### src/rtl/tcvk_pkg.sv
// Shared types and codes for the triangle count vertex kernel.
// No dependencies; used by tcvk_apply and triangle_count_vertex_kernel.
package tcvk_pkg;

	localparam logic [1:0] REQ_GATHER   = 2'd0;
	localparam logic [1:0] REQ_BARRIER  = 2'd1;
	localparam logic [1:0] REQ_LOAD     = 2'd2;
	localparam logic [1:0] CLOSING_HOPS = 2'd2;
	localparam logic [31:0] COUNT_MAX   = 32'hFFFF_FFFF;

	typedef struct packed {
		logic [1:0]  req_type;
		logic [7:0]  vertex_index;
		logic [15:0] current_level;
		logic [1:0]  msg_hops;
		logic [15:0] msg_origin;
		logic [15:0] msg_via_first;
		logic [15:0] msg_via_second;
		logic [15:0] load_global_id;
		logic        load_active;
		logic [15:0] load_send_level;
	} req_t;

	typedef struct packed {
		logic        update_valid;
		logic [15:0] upd_origin;
		logic [15:0] upd_via_first;
		logic [15:0] upd_via_second;
		logic [1:0]  upd_hops;
		logic        triangle_found;
		logic [31:0] vertex_triangles;
	} rsp_t;

	// One vertex table entry as held in the RAM.
	typedef struct packed {
		logic [15:0] global_id;
		logic        active;
		logic [15:0] send_level;
		logic [31:0] count;
	} entry_t;

endpackage

### src/rtl/tcvk_apply.sv
// Per-request update of one vertex entry: load, gather forward/close, barrier.
// Depends on tcvk_pkg.
module tcvk_apply (
	input  tcvk_pkg::req_t   req,
	input  tcvk_pkg::entry_t ent,
	input  logic             in_range,
	output tcvk_pkg::rsp_t   rsp,
	output logic             wr_en,
	output tcvk_pkg::entry_t wr_ent
);

	always_comb begin
		rsp    = '0;
		wr_en  = 1'b0;
		wr_ent = ent;
		if (in_range) begin
			rsp.vertex_triangles = ent.count;
			unique case (req.req_type)
				tcvk_pkg::REQ_LOAD: begin
					wr_en                = 1'b1;
					wr_ent.global_id     = req.load_global_id;
					wr_ent.active        = req.load_active;
					wr_ent.send_level    = req.load_send_level;
					wr_ent.count         = '0;
					rsp.vertex_triangles = '0;
				end
				tcvk_pkg::REQ_GATHER: begin
					if (req.msg_hops < tcvk_pkg::CLOSING_HOPS) begin
						rsp.update_valid   = 1'b1;
						rsp.upd_origin     = req.msg_origin;
						rsp.upd_via_first  = (req.msg_hops == 2'd0) ? ent.global_id
							: req.msg_via_first;
						rsp.upd_via_second = (req.msg_hops == 2'd1) ? ent.global_id
							: req.msg_via_second;
						rsp.upd_hops       = req.msg_hops + 2'd1;
					end else if (req.msg_hops == tcvk_pkg::CLOSING_HOPS &&
							req.msg_origin == ent.global_id) begin
						rsp.triangle_found = 1'b1;
						if (ent.count != tcvk_pkg::COUNT_MAX) begin
							wr_en                = 1'b1;
							wr_ent.count         = ent.count + 32'd1;
							rsp.vertex_triangles = ent.count + 32'd1;
						end
					end
				end
				tcvk_pkg::REQ_BARRIER: begin
					if (ent.active && req.current_level == ent.send_level) begin
						rsp.update_valid = 1'b1;
						rsp.upd_origin   = ent.global_id;
						wr_en            = 1'b1;
						wr_ent.active    = 1'b0;
					end
				end
				default: begin
					// unused request code: only the count is reported
				end
			endcase
		end
	end

endmodule

### config.mk
export PLATFORM = sky130hd
export DESIGN_NAME = tcvk_apply
export DESIGN_NICKNAME = d
export VERILOG_FILES = /design/src/rtl/tcvk_pkg.sv /design/src/rtl/tcvk_apply.sv
export SDC_FILE = /design/constraint.sdc
export NUM_CORES = 1
export LEC_CHECK = 0
export BUFFER_PORTS_ARGS = -buffer_cell sky130_fd_sc_hd__buf_2
export CAP_MARGIN = 20
export CORE_AREA = 2 2 125 127
export DETAILED_ROUTE_END_ITERATION = 6
export DIE_AREA = 0 0 127 129
export GPL_TIMING_DRIVEN = 0
export SLEW_MARGIN = 0
export SYNTH_ARGS = -nofsm -noshare
export SYNTH_HDL_FRONTEND = slang
export SYNTH_SLANG_ARGS = --single-unit
export TNS_END_PERCENT = 50
### constraint.sdc
create_clock -name vclk -period 7.4
set_clock_uncertainty 0.15 [all_clocks]
set_input_delay 0.37 -clock vclk [all_inputs]
set_output_delay 0.37 -clock vclk [all_outputs]
set_load 0.005 [all_outputs]
Word-level counts from Yosys, hierarchy flattened

Index checks and enable logic that the tools add are counted.

Bits in latches: 0
Memory bits (read-only): 0
Output and inout bits: 150
Input port bits: 175
Logic and storage cells: 39
Register bits after elaboration: 0
Memories kept: 0
Memory bits (writable): 0

$add $sub $neg: 2
Order comparisons: 1
Mux-type cells: 25
Equal/unequal tests: 7
Bitwise logic cells: 0
Shift-type cells: 0
Divide/modulo/power cells: 0
Multiply operators: 0
Reductions and logical operators: 4

Operator list:

| cell                                                            | number |
|---|---|
| 32-bit one-hot mux with 2 select lines                          | 2 |
| 32-bit two-way mux                                              | 3 |
| 84-bit two-way mux                                              | 1 |
| 33-bit two-way mux                                              | 2 |
| 65-bit two-way mux                                              | 1 |
| 16-bit two-way mux                                              | 4 |
| 51-bit two-way mux                                              | 1 |
| 35-bit two-way mux                                              | 1 |
| 17-bit one-hot mux with 2 select lines                          | 1 |
| 32-bit by 1-bit adder with 32-bit output, second input constant | 1 |
| 16-bit == test                                                  | 2 |
| 32-bit != test, second input constant                           | 1 |
| 17-bit two-way mux                                              | 1 |
| 1-bit two-way mux                                               | 6 |
| 2-bit by 1-bit == test with 1-bit output, second input constant | 2 |
| 2-bit == test, second input constant                            | 2 |
| 2-bit zero test                                                 | 2 |
| 1-bit one-hot mux with 3 select lines                           | 1 |
| 2-bit by 1-bit adder with 2-bit output, second input constant   | 1 |
| 1-bit logical AND                                               | 2 |
| 2-bit less-than comparator, second input constant               | 1 |
| 1-bit one-hot mux with 2 select lines                           | 1 |

Depth between registers and ports, before layout

Depth after elaboration: 6
Gate-level depth with buffers: 10
Depth with buffers taken out: 8

Worst setup path before layout

No wires, ideal clock.

Path type: input to output
Start: input ent[51] (netlist bit)
End: output rsp[25] (netlist bit)
Buffers on the path: 1
Stages: 7
Required time: 6880 ps
Slack: 4431 ps
Data arrival time: 2449 ps
Cells stage by stage: xor2_1 > or4_4 > nand4b_4 > or4_4 > buf_6 > or3_1 > a21oi_1

RTL lines:

| item            | line            | RTL |
|---|---|---|
| start, declared | tcvk_apply.sv:5 | `input tcvk_pkg::entry_t ent,` |
| end, declared   | tcvk_apply.sv:7 | `output tcvk_pkg::rsp_t rsp,` |

==> qor.yml <==
netlist_area_sq_um: 3430
netlist-cell-type-count: 60
cp_max_fo: 10
hold_viol_final: 0
critical_path_required_ns: 6.88
vias: 5595
cp_cell_sequence: "buf_2 > clkbuf_1 > nand4_1 > nor4_1 > nand4_1 > nand3_1 > clkbuf_1 > o21ai_0 > a31oi_1 > buf_2"
track_usage_pct: 25.0
critPathSlowestCell: "nor4_1"
top_usage_layer: "met2"
max_cap_violations: 0
firstDrtPassIters: 5
ir_drop_mv: 0.0271
viasPerCell: 5.48
utilization_pct: 35.0
holdPathStages: 3
hp-start: "req[50]"
clock_buffers: 0
grt_pass1_wl_microns: 32000
fp-row-count: 45
overflow: 0
rsz0062_at_grt: "false"
crit_type: "in -> out"
die_x_microns: 127
period_minus_slack_ns: 3.74
placed_area_sq_um: 5240
hold_path_class: "in -> out"
critical_path.max_stage_delay_ns: 0.50
design_area_sq_um: 5240
grt_antenna_before_repair: 1
place.port_buffers: 315
syn_to_final_growth_pct: 52.8
grtUsageMet2_pct: 46.9
worstPathArrival_ns: 3.22
worst_slew_pin_slew_ns: 0.831
finalCritPeriodShare_pct: 50.5
num_antenna_cells: 0
ff_latch_area_sq_um: 0
drive_gt1_share_pct: 43.9
die_area_sq_um: 16400
status: "finished clean"
drtAntennaViolNets: 0
critPathLaunchType: "input pin"
avgSynthCellArea_sq_um: 6.62
die_h_microns: 129
p_leak_nw: 2.50
met1_usage_pct: 30.8
wl_microns: 21800
cts_hold_buf: 0
place_congestion: 0.905
grt_pass1_vias: 5284
met3_usage_pct: 3.12
wl_per_cell_microns: 21.3
yosysWarnings: 0
drv_slew: 0
syn_inst: 518
nFillCells: 1755
drt-initial-drc-count: 353
synth_nets: 697
initial_utilization_pct: 22.9
ctsResizeCount: 0
nets: 1014
ys_seq_area_share_pct: 0
hold_end: "rsp[52]"
dp_hpwl_microns: 18500
io_pins: 325
grt_max_degree: 11
setup_tns_ns: 0
cp-end-kind: "output port"
seq_cells: 0
finalSetupViolations: 0
post_cts_buffers: 0
post-route-drc-count: 0
critPathLaunch: "ent[16]"
max_freq_ghz: 0.267
coreArea_sq_um: 15000
power_density_nw_per_um2: 48.3
finalPower_mw: 0.253
slew_headroom_pct: 44.1
==> synth_stat cells, drive strengths merged, types with 4 or more instances <==
cell	n	share of area [%]
nand3b	9	2.0
ha	4	1.5
o311ai	4	1.0
and4	8	2.0
mux2	34	11
o21a	16	3.5
nor4b	4	1.0
inv	11	1.2
clkbuf	34	3.9
a22oi	17	3.7
o21ai	8	1.2
xor2	16	4.1
a22o	34	8.8
nand2	54	5.9
o311a	4	1.2
nand3	18	2.6
a31oi	8	1.5
o211ai	15	3.3
nor2	45	4.9
buf	8	1.4
xnor2	17	4.3
or3	8	1.5
and3	10	1.8
nor4	20	3.6
nand4	26	4.7
nand2b	6	1.1
and2	10	1.8
nor3	15	2.3
a21oi	12	1.8
or4	10	2.4
==> logic make-up after synthesis <==
| logic type | count (synthesis) | synth area share, % |
|---|---|---|
| muxes | 36 | 11.8 |
| and+or+nand+nor | 256 | 41.3 |
| buffers and inverters | 54 | 6.72 |
| adders and majority gates | 4 | 1.46 |
| AOI/OAI and AO/OA | 135 | 30.4 |
| xor gates and xnor gates | 33 | 8.43 |
==> critical path, delay by kind of cell <==
family,cells,cell delay (ns)
buffers and inverters,4,0.97
AND/OR/NAND/NOR,4,1.45
AO/OA/AOI/OAI,2,0.43
==> layout make-up <==
type                            count  area (sq um)  share of cell area [%]
Timing Repair Buffer              315          1580                    30.1
Inverter                           11          41.3                   0.788
Buffer                             43           189                    3.61
Tap cell                          188           235                    4.49
Multi-Input combinational cell    464          3200                    61.0
==> worst max-delay path by stage <==
stage	end	slack, ns	cells after the start
after floorplan	rsp[25]	4.43	7
after global placement	wr_ent[5]	3.68	10
after detailed placement	wr_ent[5]	3.79	10
after CTS	wr_ent[5]	3.77	10
after global routing	wr_ent[5]	3.43	10
final	wr_ent[5]	3.66	10
==> layer usage <==
metal | share of wire, % | routed length, microns | vias up
met1 | 39 | 8390 | 2616
met5 | 0.032 | 7 | -
li1 | - | - | 2642
met2 | 52 | 11400 | 303
met3 | 6.7 | 1460 | 32
met4 | 2.3 | 499 | 2
==> per-stage QoR <==
| stage | hold WS, ns | cells | worst slack [ns] |
|---|---|---|---|
| 2_1_floorplan | 0.646 | 518 | 4.43 |
| 3_3_place_gp | 0.882 | 1021 | 3.68 |
| 3_5_place_dp | 0.884 | 1021 | 3.79 |
| 4_1_cts | 0.885 | 1021 | 3.77 |
| 5_1_grt | 0.891 | 1021 | 3.43 |
| 6_report | 0.883 | 1021 | 3.66 |
==> cell usage in the layout (no fill, tap or decap), drive strengths merged, types with 17 or more instances in the layout <==
cell    count
a22o       34
clkbuf     34
nor2       45
nand3      18
xnor2      17
nand4      26
a22oi      17
buf       323
nor4       20
nand2      54
mux2       34
==> report_power, final <==
| group | internal, mW | switching (mW) | total (mW) |
|---|---|---|---|
| combinational | 0.115 | 0.139 | 0.253 |
| sequential | 0 | 0 | 0 |
| clock | 0 | 0 | 0 |
(Power assumes the default switching activity.)
