$ cat config.mk
export PLATFORM = sky130hd
export DESIGN_NAME = tcvk_ram
export DESIGN_NICKNAME = d
export VERILOG_FILES = /design/src/rtl/tcvk_ram.sv
export SDC_FILE = /design/constraint.sdc
export NUM_CORES = 1
export LEC_CHECK = 0
export BUFFER_PORTS_ARGS = -buffer_cell sky130_fd_sc_hd__buf_2
export CORE_ASPECT_RATIO = 1.25
export CORE_MARGIN = 2
export CORE_UTILIZATION = 50
export DETAILED_ROUTE_END_ITERATION = 8
export HOLD_SLACK_MARGIN = 0.02
export PLACE_DENSITY_LB_ADDON = 0.3
export REMOVE_ABC_BUFFERS = 1
export SLEW_MARGIN = 20
export SYNTH_ARGS = -nofsm -noshare
export SYNTH_HDL_FRONTEND = slang
export SYNTH_SLANG_ARGS = --single-unit
$ cat constraint.sdc
create_clock -name clk -period 4.67 [get_ports clk]
set_input_delay 1.401 -clock clk [delete_from_list [all_inputs] [get_ports clk]]
set_output_delay 1.401 -clock clk [all_outputs]
set_load 0.1 [all_outputs]
$ cat src/rtl/tcvk_ram.sv
// Generic single-write, single-read RAM with registered read data.
// Read during write to the same address returns the old contents. No dependencies.
module tcvk_ram #(
	parameter int WIDTH = 8,
	parameter int DEPTH = 16,
	localparam int AW = (DEPTH > 1) ? $clog2(DEPTH) : 1
) (
	input  logic             clk,
	input  logic             we,
	input  logic [AW-1:0]    waddr,
	input  logic [WIDTH-1:0] wdata,
	input  logic             re,
	input  logic [AW-1:0]    raddr,
	output logic [WIDTH-1:0] rdata
);

	logic [WIDTH-1:0] mem [DEPTH];

	always_ff @(posedge clk) begin
		if (we) begin
			mem[waddr] <= wdata;
		end
		if (re) begin
			rdata <= mem[raddr];
		end
	end

endmodule

* Yosys cells after proc, flatten, opt, wreduce, memory -nomap -nowiden *
Memory sizes are Yosys's and may differ from the RTL's. A register that Yosys moved wholly into a read port is not among the register bits.
Index checks and enable logic that the tools add are counted.

storage, ports and cells
  memories = 1
  output and inout bits = 8
  bits of input ports = 19
  word-level logic and storage cells = 3
  register bits = 0
  bits in writable memories = 128

operators by class
  multiplexer cells = 2

memories
  name  words  bits a word  read ports  clocked after memory_dff  wr ports  line  source
  mem   16     8            1           1                         1         17    logic [WIDTH-1:0] mem [DEPTH];

operator list
  operator          number
  2-to-1 mux 1 bit  2

* Depth between registers and ports, before layout *
Gate-level depths: netlist of the first run.

  word-level depth = 2
  depth in mapped cells = 5
  depth with buffers taken out = 3

* Worst setup path after synthesis of the first run *
No wires, ideal clock.

  path type = in2reg
  start point = input waddr[2]
  end point = memory mem[0][0] (enable)
  data arrival time = 2.511 ns
  path buffers = 0
  library setup time = 0.383 ns
  stages on the path = 2
  required time = 4.287 ns
  path slack = 1.776 ns
  path through = or3b_2 nor3_1

RTL lines
  item             line  source
  start, declared  10    input logic [AW-1:0] waddr,
  end, declared    17

Straight into the memory's write port.

==> results of run 1 <==
final cells by class:
class                      instances  area (µm²)
multi-input combinational         83        1060
clock buffer                      17         425
tap                              129         161
clock inverter                    15         184
sequential                       136        4080
timing repair buffer              30         173
fill                             718        4070
power by group through the flow:
stage          registers, W  logic [W]  clock network [W]
6_report            0.00138   0.000162            0.00136
5_1_grt             0.00138   0.000173            0.00144
4_1_cts             0.00138   0.000165            0.00137
3_5_place_dp        0.00141   0.000164                  0
3_3_place_gp        0.00141   0.000160                  0
2_1_floorplan       0.00145  0.0000548                  0
worst max-delay path, cell delays in order:
cell	delay [ns]
buf_2	0.46
buf_12	0.25
mux4_1	0.56
a22oi_1	0.21
nand2_1	0.07
metrics by stage:
| step | instances | total power (W) | worst slack (ns) |
|---|---|---|---|
| floorplan | 219 | 0.00150 | 1.78 |
| global placement | 378 | 0.00157 | 1.41 |
| detailed placement | 378 | 0.00157 | 1.39 |
| finish | 410 | 0.00290 | 1.85 |
| CTS | 410 | 0.00292 | 1.82 |
| global route | 410 | 0.00299 | 1.73 |
registers in the layout, summed over array words and instances, names as in the netlist:
name,flops
mem,128
rdata,8
cell families (layout without fill, tap and decap cells):
logic type	Yosys count	count (layout)	share of synthesized area, %
multiplexers	32	32	14.8
buffers and inverters	10	62	1.65
flip-flops	136	136	78.1
AND/OR/NAND/NOR	35	35	3.14
AO/OA/AOI/OAI	16	16	2.30
layout by cell type, fill, tap and decap left out:
cell        Yosys  final
edfxtp_1      136    136
buf_2           3     26
mux4_2         18     18
clkbuf_16       0     17
a22oi_1        16     16
mux4_1         14     14
nor2_1         13     13
nand2_1         9      9
clkinv_2        0      4
bufinv_16       0      4
nor3_1          4      3
clkinv_1        0      3
buf_4           1      3
nand3b_1        2      2
nand2b_1        2      2
clkinv_4        0      2
clkinvlp_4      0      2
nor2b_1         1      1
and2_1          1      1
and2b_1         1      1
nand3_1         1      1
nor3_2          0      1
or3b_2          1      1
buf_12          0      1
routing by layer:
layer	GRT usage, %	routed length (µm)	vias up
li1	-	-	1063
met1	24.9	3730	1262
met2	32.2	5360	100
met3	6.18	644	9
met4	5.63	106	0
met5	0	0	-
worst min path at each step:
stage,from,to,slack (ns),cells after the start
after floorplan,mem[7][0],rdata[0],0.70,3
after global placement,mem[12][4],rdata[4],0.72,3
after detailed placement,mem[13][4],rdata[4],0.74,3
after CTS,mem[13][4],rdata[4],0.75,3
after global routing,mem[8][3],rdata[3],0.78,3
final,mem[11][3],rdata[3],0.75,3
==> impl_metrics.csv, run 1 <==
group,metric,value,unit
clock_tree,clk_path_buf_depth,2,
global_routing,antenna_found_initial,0,
power_and_ir_drop,swShare,20.4,%
sta,clock_skew,0.00417,ns
worst_setup_path,crit_type,"in -> reg",
synth,async_flop_share,0,%
worst_setup_path,worst-r2r-cell-count,3,
sta,fin_hold_ws,0.748,ns
synth,yosys.area.top_type,"edfxtp_1",
worst_setup_path,worstPathRequired,4.82,ns
power_and_ir_drop,p_int,0.00231,W
outcome,status,"complete, no violations",
worst_setup_path,r2r_end,"rdata[5]",
worst_setup_path,worstReg2RegStart,"mem[1][5]",
detailed_routing,wl_per_cell,24.0,µm
clock_tree,cts_buffers,17,
detailed_routing,first_pass_iters,4,
layout,final_nets,287,
synth,ys_seq_elements,136,
place,dpl-instance-area,5480,µm²
detailed_routing,via_per_inst,5.94,
synth,ys_seq_area_share,78.1,%
synth,synthesis.area,5230,µm²
global_routing,grt_max_degree,33,
synth,synth_edf_count,136,
die,core_area,10200,µm²
layout,fin_util,60.0,%
power_and_ir_drop,combinationalPowerShare,5.6,%
synth,synth_top_cells_by_area,"edfxtp_1 78%, mux4_2 7.8%, mux4_1 7.0%",
worst_setup_path,worstPathArrival,2.97,ns
die,ios,27,
worst_setup_path,cp-start-kind,"input pin",
global_routing,overflow,0,
synth,syn_inst,229,
power_and_ir_drop,p_leak,2.03,nW
clock_tree,worstSkewPairLatency,0.40,ns
power_and_ir_drop,p_seq_share,47.7,%
power_and_ir_drop,clkPwrFrac,46.8,%
clock_tree,post_cts_resized,0,
synth,synth_most_common_cell,"edfxtp_1",
clock_tree,postCtsSetupRepairBufs,0,
clock_tree,clock-sinks,136,
worst_setup_path,path_max_fanout,17,
clock_tree,clkTransAtPathRegs,0.06,ns
synth,synth.top_cell.area_share,78.1,%
sta,rsz0062_at_grt,"no",
sta,setup_viol,0,
synth,synth.distinct_cells,18,
worst_setup_path,end_kind,"flop",
sta,maxSlewHeadroom,31.8,%
detailed_routing,drcViolationCount,0,
synth,synth_warnings,0,
worst_setup_path,crit_start,"raddr[0]",
die,initial_core_util,51.5,%
sta,fin_crit,2.82,ns
global_routing,grt_pass1_vias,2550,
place,io_buffers,26,
die,die-area,11300,µm²
layout,antenna_cells,0,
sta,worstMarginPinSlew,1.02,ns
sta,fmax,355,MHz
detailed_routing,ant_nets,0,
clock_tree,cts_tree,"done",
worst_setup_path,regToRegSetupSlack,3.17,ns
synth,avgSynthCellArea,22.8,µm²
global_routing,track_usage,19.5,%
detailed_routing,drtIter0Drc,215,
detailed_routing,wirelength,9830,µm
layout,design_area,6090,µm²
die,rows,41,
worst_hold_path,hp-class,"reg -> reg",
sta,final.setup.tns,0,ns
synth,ys.flop_type,"edfxtp_1",
job,drv_cap,0,
die,die_h,118,µm
power_and_ir_drop,p_per_area,477,nW/µm²
detailed_routing,num_vias,2434,
sta,finalCritPeriodShare,60.3,%
clock_tree,cts-htree-levels,4,
global_routing,grt_first_pass_wirelength,15200,µm
sta,final_hold_viol_count,0,
clock_tree,cts_hold_buf,0,
power_and_ir_drop,p_switching,0.000593,W
clock_tree,cts_root_buffer,"clkbuf_16",
sta,maxSlewViolCount,0,
synth,synth_commonest_cells,"136 x edfxtp_1, 18 x mux4_2, 16 x a22oi_1, 14 x mux4_1, 13 x nor2_1",
layout,syn_to_final_growth,16.5,%
power_and_ir_drop,ir_drop,0.000310,V
worst_setup_path,critPathCapture,"rdata[4]",
die,die_w,95.5,µm
layout,layout-drive-gt1-share,28.1,%
place,routabilityCongestion,0.715,
Note: power is estimated with default switching activity, not from simulation.
==> inputs of run 2 (changes only) <==
==> constraint.sdc (replaced) <==
create_clock -name clk -period 2.5 [get_ports clk]
set_input_delay 0.75 -clock clk [delete_from_list [all_inputs] [get_ports clk]]
set_output_delay 0.75 -clock clk [all_outputs]
set_load 0.1 [all_outputs]
==> impl_metrics.csv, run 2 (synthesis results as in run 1) <==
group,metric,value,unit
outcome,status,"complete, no violations",
place,dp_hpwl,6230,µm
sta,clock_skew,0.00488,ns
worst_setup_path,worstReg2RegStart,"mem[1][1]",
clock_tree,worstSkewPairLatency,0.42,ns
worst_setup_path,end_kind,"primary output",
detailed_routing,drtIter0Drc,195,
clock_tree,cts_tree,"done",
die,rows,41,
worst_setup_path,critPathTopFamily,"buffers and inverters",
sta,final.setup.tns,0,ns
worst_setup_path,worstPathArrival,1.21,ns
sta,rsz0062_at_grt,"no",
layout,final_nets,303,
worst_hold_path,hold_path.startpoint,"re",
worst_hold_path,hp-class,"in -> reg",
sta,maxSlewHeadroom,61.8,%
worst_setup_path,path_max_fanout,1,
power_and_ir_drop,p_per_area,923,nW/µm²
global_routing,overflow,0,
layout,mostFrequentLayoutCells,"136 x edfxtp_1, 26 x buf_2, 18 x mux4_2",
worst_setup_path,crit_type,"reg -> out",
clock_tree,cts-htree-levels,4,
layout,antenna_cells,0,
global_routing,grt_first_pass_wirelength,14800,µm
place,routabilityCongestion,0.732,
power_and_ir_drop,ir_drop,0.000607,V
layout,largest_reg_flops,128,
worst_setup_path,crit_chain,"buf_2",
worst_setup_path,cp-start-kind,"flop",
detailed_routing,via_per_inst,5.83,
place,io_buffers,26,
worst_setup_path,crit_start,"rdata[7]",
sta,setup_viol,0,
layout,design_area,6320,µm²
detailed_routing,drcViolationCount,0,
detailed_routing,wirelength,9610,µm
die,core_area,10200,µm²
clock_tree,post_cts_resized,0,
global_routing,grt_max_degree,33,
clock_tree,postCtsSetupRepairBufs,0,
global_routing,grt_pass1_vias,2594,
clock_tree,cts_hold_buf,0,
detailed_routing,ant_nets,0,
clock_tree,clock-sinks,136,
worst_setup_path,worstPathBufferInverterCount,1,
die,die_h,118,µm
worst_setup_path,regToRegSetupSlack,0.99,ns
sta,maxSlewViolCount,0,
place,place_inst,394,
detailed_routing,num_vias,2483,
sta,fin_crit,1.96,ns
layout,largestRegisters,"mem: 128 flops, rdata: 8 flops",
die,initial_core_util,51.5,%
sta,finalCritPeriodShare,78.4,%
sta,fmax,510,MHz
layout,layout-drive-gt1-share,31.6,%
clock_tree,cts_buffers,17,
detailed_routing,first_pass_iters,5,
clock_tree,clk_path_buf_depth,2,
die,ios,27,
power_and_ir_drop,power.total,0.00583,W
sta,worstMarginPinSlew,0.571,ns
die,die-area,11300,µm²
sta,final_hold_viol_count,0,
place,dpl-instance-area,5620,µm²
global_routing,antenna_found_initial,0,
clock_tree,clkTransAtPathRegs,0.06,ns
detailed_routing,wl_per_cell,22.5,µm
global_routing,track_usage,19.1,%
worst_setup_path,worstPathRequired,1.75,ns
worst_setup_path,slowest_stage,"buf_2",
power_and_ir_drop,p_leak,2.17,nW
layout,fin_util,62.3,%
layout,top_register,"mem",
layout,instances_no_fill,426,
layout,final_common_cell,"edfxtp_1",
job,drv_cap,0,
die,die_w,95.5,µm
clock_tree,cts_root_buffer,"clkbuf_16",
worst_setup_path,cpPeakStageDelay,0.44,ns
layout,syn_to_final_growth,21.0,%
run 2: cell types whose count changed in the layout (fill, tap and decap cells not counted), sizes merged:
cell      change
buf          +16
bufinv        +4
clkinv        -4
clkinvlp      -1
inv           +1
run 2: final cells by class:
class	count	area, µm²
fill	698	3830
clock buffer	17	425
tap	129	161
multi-input combinational	83	1060
sequential	136	4080
timing repair buffer	46	318
clock inverter	15	278
run 2: metrics by stage:
step / setup slack, ns / hold slack [ns]
2_1_floorplan: 0.257 / 0.705
3_3_place_gp: 0.157 / 0.730
3_5_place_dp: 0.150 / 0.737
4_1_cts: 0.483 / 0.690
5_1_grt: 0.485 / 0.690
6_report: 0.540 / 0.703
run 2: layer usage:
metal	wire length, µm	global-route usage (%)	vias to the layer above	part of all wire, %
met3	419	5.23	11	4.4
li1	-	-	1093	-
met4	104	7.23	0	1.1
met2	5170	31.3	78	54
met5	0	0	-	0
met1	3910	24.3	1301	41
run 2: final timing paths:
| path | endpoint | cells after the start |
|---|---|---|
| max | rdata[7] | 1 |
| min | rdata[2] | 1 |
| max reg2reg | rdata[1] | 3 |
| min reg2reg | rdata[4] | 3 |
run 2: report_power, final:
part | internal [W] | total (W) | switching [W]
combinational | 0.000104 | 0.000315 | 0.000212
sequential | 0.00257 | 0.00258 | 0.0000129
clock | 0.00206 | 0.00294 | 0.000878
total | 0.00473 | 0.00583 | 0.00110
run 2: worst register-to-register path, cell delays in order (launching register included):
cell and delay (ns):
edfxtp_1 0.35, mux4_1 0.51, a22oi_1 0.29, nand2_1 0.10
